$ cat src/rtl/lpp_pkg.sv
package lpp_pkg;

    localparam int MaxImageWidth  = 4096;
    localparam int MaxImageHeight = 4096;

    localparam int CoefW = 16;
    localparam int PointW = 24;
    // R*p: 16x24 products, three summed plus translation, fits in 43 bits.
    localparam int CamW = 43;
    // K*cam: 16x43 products summed, magnitudes below 2^60.
    localparam int ProjW = 62;
    localparam int QuotW = 14;
    localparam int CfgIdxW = 3;

    typedef enum logic [CfgIdxW-1:0] {
        REG_EXT_X  = 3'd0,
        REG_EXT_Y  = 3'd1,
        REG_EXT_Z  = 3'd2,
        REG_INT_U  = 3'd3,
        REG_INT_V  = 3'd4,
        REG_INT_W  = 3'd5,
        REG_WIDTH  = 3'd6,
        REG_HEIGHT = 3'd7
    } cfg_reg_t;

    // Color lookup: c = floor(d * 255 / 40) for d in 0..40.
    // The ratio 255 / 40 reduces to 51 / 8, so a shift does the division.
    function automatic logic [7:0] depth_color(input logic [5:0] d);
        logic [11:0] prod;
        prod = 12'(d) * 12'd51;
        return prod[10:3];
    endfunction

    typedef struct packed {
        logic [QuotW-1:0] col;
        logic [QuotW-1:0] row;
        logic [7:0]       c;
    } lpp_item_t;

endpackage

$ cat src/rtl/lpp_back.sv
module lpp_back #(
    parameter int MAX_IMAGE_WIDTH  = lpp_pkg::MaxImageWidth,
    parameter int MAX_IMAGE_HEIGHT = lpp_pkg::MaxImageHeight
) (
    input  logic                 clk,
    input  logic                 rst_n,
    input  logic                 item_valid,
    input  lpp_pkg::lpp_item_t   item,
    input  logic [12:0]          img_w,
    input  logic [12:0]          img_h,
    output logic                 q_full,
    output logic                 out_valid,
    input  logic                 out_stall,
    output logic [11:0]          pixel_col,
    output logic [11:0]          pixel_row,
    output logic [7:0]           red,
    output logic [7:0]           green,
    output logic [7:0]           blue
);
    import lpp_pkg::*;

    localparam int Depth = 4;
    localparam int PtrW = 2;

    typedef struct packed {
        logic [11:0] col;
        logic [11:0] row;
        logic [7:0]  c;
    } res_t;

    // The queue holds finished beats while the output stalls:
    // the upstream freezes once q_full rises and nothing else enters.
    res_t             mem_reg [Depth];
    logic [PtrW-1:0]  wp_reg, rp_reg;
    logic [PtrW:0]    cnt_reg, cnt_next;

    logic [13:0] wmax_c, hmax_c;
    logic        in_img_c, push_c, pop_c;
    res_t        head_c;

    assign wmax_c = (14'(img_w) < 14'(MAX_IMAGE_WIDTH)) ? 14'(img_w) : 14'(MAX_IMAGE_WIDTH);
    assign hmax_c = (14'(img_h) < 14'(MAX_IMAGE_HEIGHT)) ? 14'(img_h) : 14'(MAX_IMAGE_HEIGHT);
    assign in_img_c = (item.col < wmax_c) && (item.row < hmax_c);
    assign push_c = item_valid && in_img_c && !q_full;
    assign pop_c  = (cnt_reg != '0) && !out_stall;
    assign cnt_next = cnt_reg + (PtrW+1)'(push_c) - (PtrW+1)'(pop_c);
    assign q_full = cnt_reg >= (PtrW+1)'(Depth - 1);

    always_ff @(posedge clk or negedge rst_n)
    begin
        if (!rst_n)
        begin
            wp_reg  <= '0;
            rp_reg  <= '0;
            cnt_reg <= '0;
        end
        else
        begin
            if (push_c)
                wp_reg <= wp_reg + 1'b1;
            if (pop_c)
                rp_reg <= rp_reg + 1'b1;
            cnt_reg <= cnt_next;
        end
    end

    always_ff @(posedge clk)
    begin
        if (push_c)
            mem_reg[wp_reg] <= '{col: item.col[11:0], row: item.row[11:0], c: item.c};
    end

    assign head_c    = mem_reg[rp_reg];
    assign out_valid = cnt_reg != '0;
    assign pixel_col = head_c.col;
    assign pixel_row = head_c.row;
    assign green     = head_c.c;
    assign blue      = 8'd255 - head_c.c;
    assign red       = head_c.c[7] ? 8'((8'd255 - head_c.c) << 1) : 8'(head_c.c << 1);

    a_cnt_bound: assert property (@(posedge clk) disable iff (!rst_n)
        cnt_reg <= (PtrW+1)'(Depth))
        else $error("queue count overflow");
    a_no_push_full: assert property (@(posedge clk) disable iff (!rst_n)
        q_full |-> !push_c)
        else $error("push into full queue");
    a_pop_count: assert property (@(posedge clk) disable iff (!rst_n)
        (pop_c && !push_c) |=> cnt_reg == $past(cnt_reg) - 1'b1)
        else $error("pop did not drop count");

endmodule
$ cat config.mk
export PLATFORM = sky130hd
export DESIGN_NAME = lpp_back
export DESIGN_NICKNAME = d
export VERILOG_FILES = /design/src/rtl/lpp_pkg.sv /design/src/rtl/lpp_back.sv
export SDC_FILE = /design/constraint.sdc
export NUM_CORES = 1
export LEC_CHECK = 0
export BUFFER_PORTS_ARGS = -buffer_cell sky130_fd_sc_hd__buf_2
export CORE_ASPECT_RATIO = 0.9
export CORE_MARGIN = 1.5
export CORE_UTILIZATION = 40
export DETAILED_ROUTE_END_ITERATION = 10
export PLACE_DENSITY = 0.73
export SYNTH_ARGS = -nofsm -noshare
export SYNTH_HDL_FRONTEND = slang
export SYNTH_SLANG_ARGS = --single-unit
$ cat constraint.sdc
create_clock -name clk -period 2.4 [get_ports clk]
set_input_delay 0.24 -clock clk [delete_from_list [all_inputs] [get_ports clk]]
set_output_delay 0.24 -clock clk [all_outputs]
set_load 0.03 [all_outputs]
Word-level counts from Yosys, hierarchy flattened. Memories as Yosys holds them, arrays and structs flattened. Cells that the tools add are included.

Input bits: 66. Register bits: 7. Memories kept: 1. RAM bits: 128. Word-level logic and storage cells: 26.

Reductions and logical operators: 7. Order comparisons: 5. Add/subtract/negate cells: 5. Muxes and demuxes: 5.

Memory list: mem_reg (depth 4, width 32, read ports 1, clocked after memory_dff 0, wr ports 1, line lpp_back.sv:33) `res_t mem_reg [Depth];`.

Operators with widths (number): < comparator 14 x 13 -> 1 bit (2); < comparator 13 bit, second input constant (2); 2-to-1 mux 13 bit (2); 2-to-1 mux 8 bit (1); subtractor 8 bit, first input constant (1); adder 2 x 1 -> 2 bit, second input constant (2); logical AND 1 bit (4); adder 3 x 1 -> 3 bit (1); >= comparator 3 x 2 -> 1 bit, second input constant (1); nonzero test 3 bit (1); subtractor 3 x 1 -> 3 bit (1); logical NOT 1 bit (2); 2-to-1 mux 1 bit (2).

Longest topological paths before layout.
Word-level depth: 8. Depth in mapped cells: 15. Gate-level depth less buffers: 13.

Least setup slack after synthesis. Ideal clock, no wire load.

Kind: input port to flip-flop. From: in img_w[12]. To: reg cnt_reg[2]. Stages on the path: 15. Slack: -366 ps. Setup time: 122 ps. Required time: 2278 ps. Arrival: 2644 ps. Cells stage by stage: inv_1 > clkbuf_1 > nand2_1 > ha_1 > a21oi_1 > o21a_1 > o22ai_1 > and4b_1 > buf_6 > inv_1 > ha_1 > inv_1 > ha_1 > fa_1 > xor2_1.

Longest elaborated chain between the ends: 8.

RTL lines: from (decl) (line lpp_back.sv:9) `input logic [12:0] img_w,`; < comparator 13 bit (line lpp_back.sv:41) `assign wmax_c = (14'(img_w) < 14'(MAX_IMAGE_WIDTH)) ? 14'(img_w) : 14'(MAX_IMAGE_WIDTH);`; 2-to-1 mux 13 bit (*) (line lpp_back.sv:41); < comparator 14 x 13 -> 1 bit (*) (line lpp_back.sv:43) `assign in_img_c = (item.col < wmax_c) && (item.row < hmax_c);`; logical AND 1 bit (*) (line lpp_back.sv:43); logical AND 1 bit (*) (2 in series) (line lpp_back.sv:44) `assign push_c = item_valid && in_img_c && !q_full;`; adder 3 x 1 -> 3 bit (*) (line lpp_back.sv:46) `assign cnt_next = cnt_reg + (PtrW+1)'(push_c) - (PtrW+1)'(pop_c);`; subtractor 3 x 1 -> 3 bit (*) (line lpp_back.sv:46); named net cnt_next[2] (line lpp_back.sv:35) `logic [PtrW:0] cnt_reg, cnt_next;`; to (signal assigned) (line lpp_back.sv:63) `cnt_reg <= cnt_next;`; to (decl) (line lpp_back.sv:35).

The timed path passes the listed nets; every way through them passes the cells marked *. A chain may end at the register's enable or synchronous reset.

Worst setup path in the final report.
From: reg cnt_reg[2]. To: reg cnt_reg[2].

Longest elaborated chain between the ends: 5. Elaborated cells between the ends (all ways): 7. Classes of those cells: 2 x add/sub; 1 x order compare; 4 x reduce/logical.

RTL lines: >= comparator 3 x 2 -> 1 bit (line lpp_back.sv:47) `assign q_full = cnt_reg >= (PtrW+1)'(Depth - 1);`; logical NOT 1 bit (line lpp_back.sv:44); logical AND 1 bit (line lpp_back.sv:44); adder 3 x 1 -> 3 bit (line lpp_back.sv:46); subtractor 3 x 1 -> 3 bit (*) (line lpp_back.sv:46); named net cnt_next[2] (line lpp_back.sv:35).

Marked as above.

==> metrics.cfg <==
[timing]
period_share_pct=97.3
clock_skew_ps=6.21
final-setup-viol-count=0
max_freq_ghz=0.428
rsz0062_at_grt=true
whs_ps=47.5
finalHoldViolations=0
fin_crit_ps=2330
drv_slew=0

[final_layout]
fin_area_um2=7730
drive_gt1_share_pct=51.7
diodes=0
final_core_util_pct=55.0
finalNetCount=574
largest_reg_flops=128
synthToLayoutAreaGrowth_pct=33.6
final_cell_mix=128 x edfxtp_1, 114 x buf_2, 32 x mux4_2, 32 x buf_4, 21 x nand2_1
final_common_cell=edfxtp_1

[worst_setup_path]
reg2reg_slack_ps=70
rr_worst_depth=12
startpoint_type=register
cpMaxStageDelayCell=dfrtp_1
end_kind=register
crit_cells=12
crit_family=adder cells
path_cells=inv_2 -> ha_2 -> o21ai_2 -> nand2_4 -> nor4_4 -> and4b_2 -> inv_2 -> ha_4 -> inv_2 -> ha_4 -> fa_2 -> xor2_1
required_ps=2700
cp.buffers_inverters=3
worstPathMaxFanout=2
critPathMaxStageDelay_ps=360
cp.arrival_ps=2630
rr_endpoint=cnt_reg[2]
path_class=register to register
r2r_start=cnt_reg[2]
cp_common_cell=inv_2

[place]
portBuffers=114
placed_area_um2=7060
gp_congestion=0.757
hpwl_um=8520

[drt]
antenna_left=0
route.detailed.wl_per_inst_um=18.2
vias=3397
drt-initial-drc-count=143
routed_wl_um=12400
route.detailed.drc=0
drt-vias-per-instance=4.98
dr.pass1.iters=4

[hold_path]
min_from=item[1]
hold_path_class=input port to register
hold_path_depth=1
holdPathEnd=mem_reg[2][1]

[grt]
antenna_found_initial=0
grt_max_degree=23
grt_pass1_vias=3546
grt_use_total_pct=17.2
grt_first_pass_wirelength_um=18700
grt_overflow=0

[synthesis]
synthesis.nets=411
ys_warn_count=0
seq_area_frac_synth_pct=69.5
synthCells=313
synth.distinct_cells=32
synth-seq-cells=135
syn_avg_cell_area_um2=18.5
syn_area_um2=5780

[pwr]
total_power_w=0.00856
p_leak_nw=2.91
powerDensity_nw_per_um2=1110
peakVddDrop_mv=0.636

[run_status]
status=finished, final reports clean

[cts]
clock_path_buffers=2
cts.sinks=135
h-tree-depth=4
cts_buffers=17
cts_root_buffer=clkbuf_16
insertion_delay_ps=410
cts_tree=done
path_clk_slew_ps=50

[floorplan]
die_w_um=130
core_um2=14100
initial_utilization_pct=41.2
row_count=41
io_pins=116
die_y_um=117
die_area_um2=15200

[run]
max_cap_violations=0

area by class of cell:
cell class                 count  area, µm²
fill                        1114       6330
sequential                   135       4020
multi-input combinational    149       1800
timing repair buffer         156       1000
clock buffer                  18        429
tap                          193        241
clock inverter                14        158
inverter                      17       76.3
where the power goes:
part / internal [W] / switching [W]
registers: 0.00267 / 0.000103
clock network: 0.00162 / 0.000946
logic: 0.00125 / 0.00197
total: 0.00554 / 0.00302
repair_timing:
action | 4_1_cts | 5_1_grt
hold buffers | 1 | 0
pin swaps | 1 | 6
endpoints found under the setup margin | 2 | 4
gates resized for setup | 2 | 2
endpoints found under the hold margin | 7 | 0
setup buffers | 1 | 6
cell usage after synthesis, drive strengths merged:
master / count / area, µm²
nor4b: 2 / 17.5
mux2: 1 / 15.0
nand4: 3 / 18.8
inv: 17 / 63.8
mux4: 32 / 721
edfxtp: 128 / 3840
buf: 10 / 72.6
nor3: 3 / 15.0
nor2b: 3 / 18.8
clkbuf: 2 / 7.51
and2: 4 / 30.0
nor4: 2 / 18.8
o21a: 2 / 15.0
nor2: 1 / 3.75
xnor2: 2 / 17.5
ha: 31 / 388
dfrtp: 7 / 175
nand2: 28 / 105
o22ai: 1 / 6.26
and4b: 1 / 10.0
or3: 1 / 6.26
nand3: 6 / 30.0
nand4b: 2 / 17.5
conb: 1 / 3.75
xor2: 9 / 78.8
fa: 1 / 20.0
o21ai: 5 / 25.0
a21oi: 8 / 40.0
worst max-delay path by stage:
stage | from | slack, ps | end
after global routing | cnt_reg[2] | -20 | cnt_reg[2]
final | cnt_reg[2] | 70 | cnt_reg[2]
after detailed placement | img_w[12] | -480 | cnt_reg[2]
after global placement | img_w[12] | -440 | cnt_reg[2]
after CTS | cnt_reg[1] | -20 | cnt_reg[2]
after floorplan | img_h[12] | -40 | cnt_reg[2]
worst register-to-register path, stage by stage (launching register included):
cell and delay [ps]:
dfrtp_1 360, inv_2 50, ha_2 180, o21ai_2 180, nand2_4 90, nor4_4 130
and4b_2 290, inv_2 50, ha_4 260, inv_2 40, ha_4 140, fa_2 330
xor2_1 140
metrics by stage:
| stage | worst slack [ps] | instances | setup TNS [ps] |
|---|---|---|---|
| final | 65.3 | 682 | 0 |
| after detailed placement | -484 | 642 | -13030 |
| after CTS | -23.4 | 676 | -23.4 |
| after floorplan | -40.8 | 313 | -57.0 |
| after global placement | -444 | 642 | -10210 |
| after global routing | -22.6 | 682 | -31.8 |
logic make-up (layout without fill, tap and decap cells):
| logic type | Yosys count | after routing | share of synthesized area [%] |
|---|---|---|---|
| compound gates | 16 | 16 | 1.49 |
| xor+xnor | 11 | 11 | 1.67 |
| fa+ha+maj | 32 | 32 | 7.05 |
| buf+inv | 29 | 205 | 2.49 |
| flops | 135 | 135 | 69.5 |
| mux | 33 | 33 | 12.7 |
| other cells | 1 | 1 | 0.0648 |
| simple gates | 56 | 56 | 5.04 |
metal layers:
layer	vias to the layer above	wire [µm]	share of wire, %	GRT usage (%)
li1	1560	-	-	-
met5	-	0	0	0
met1	1719	4890	39	20.0
met2	103	6620	53	31.1
met3	15	703	5.7	4.18
met4	0	185	1.5	6.37
Power figures use the tool's default switching activity.
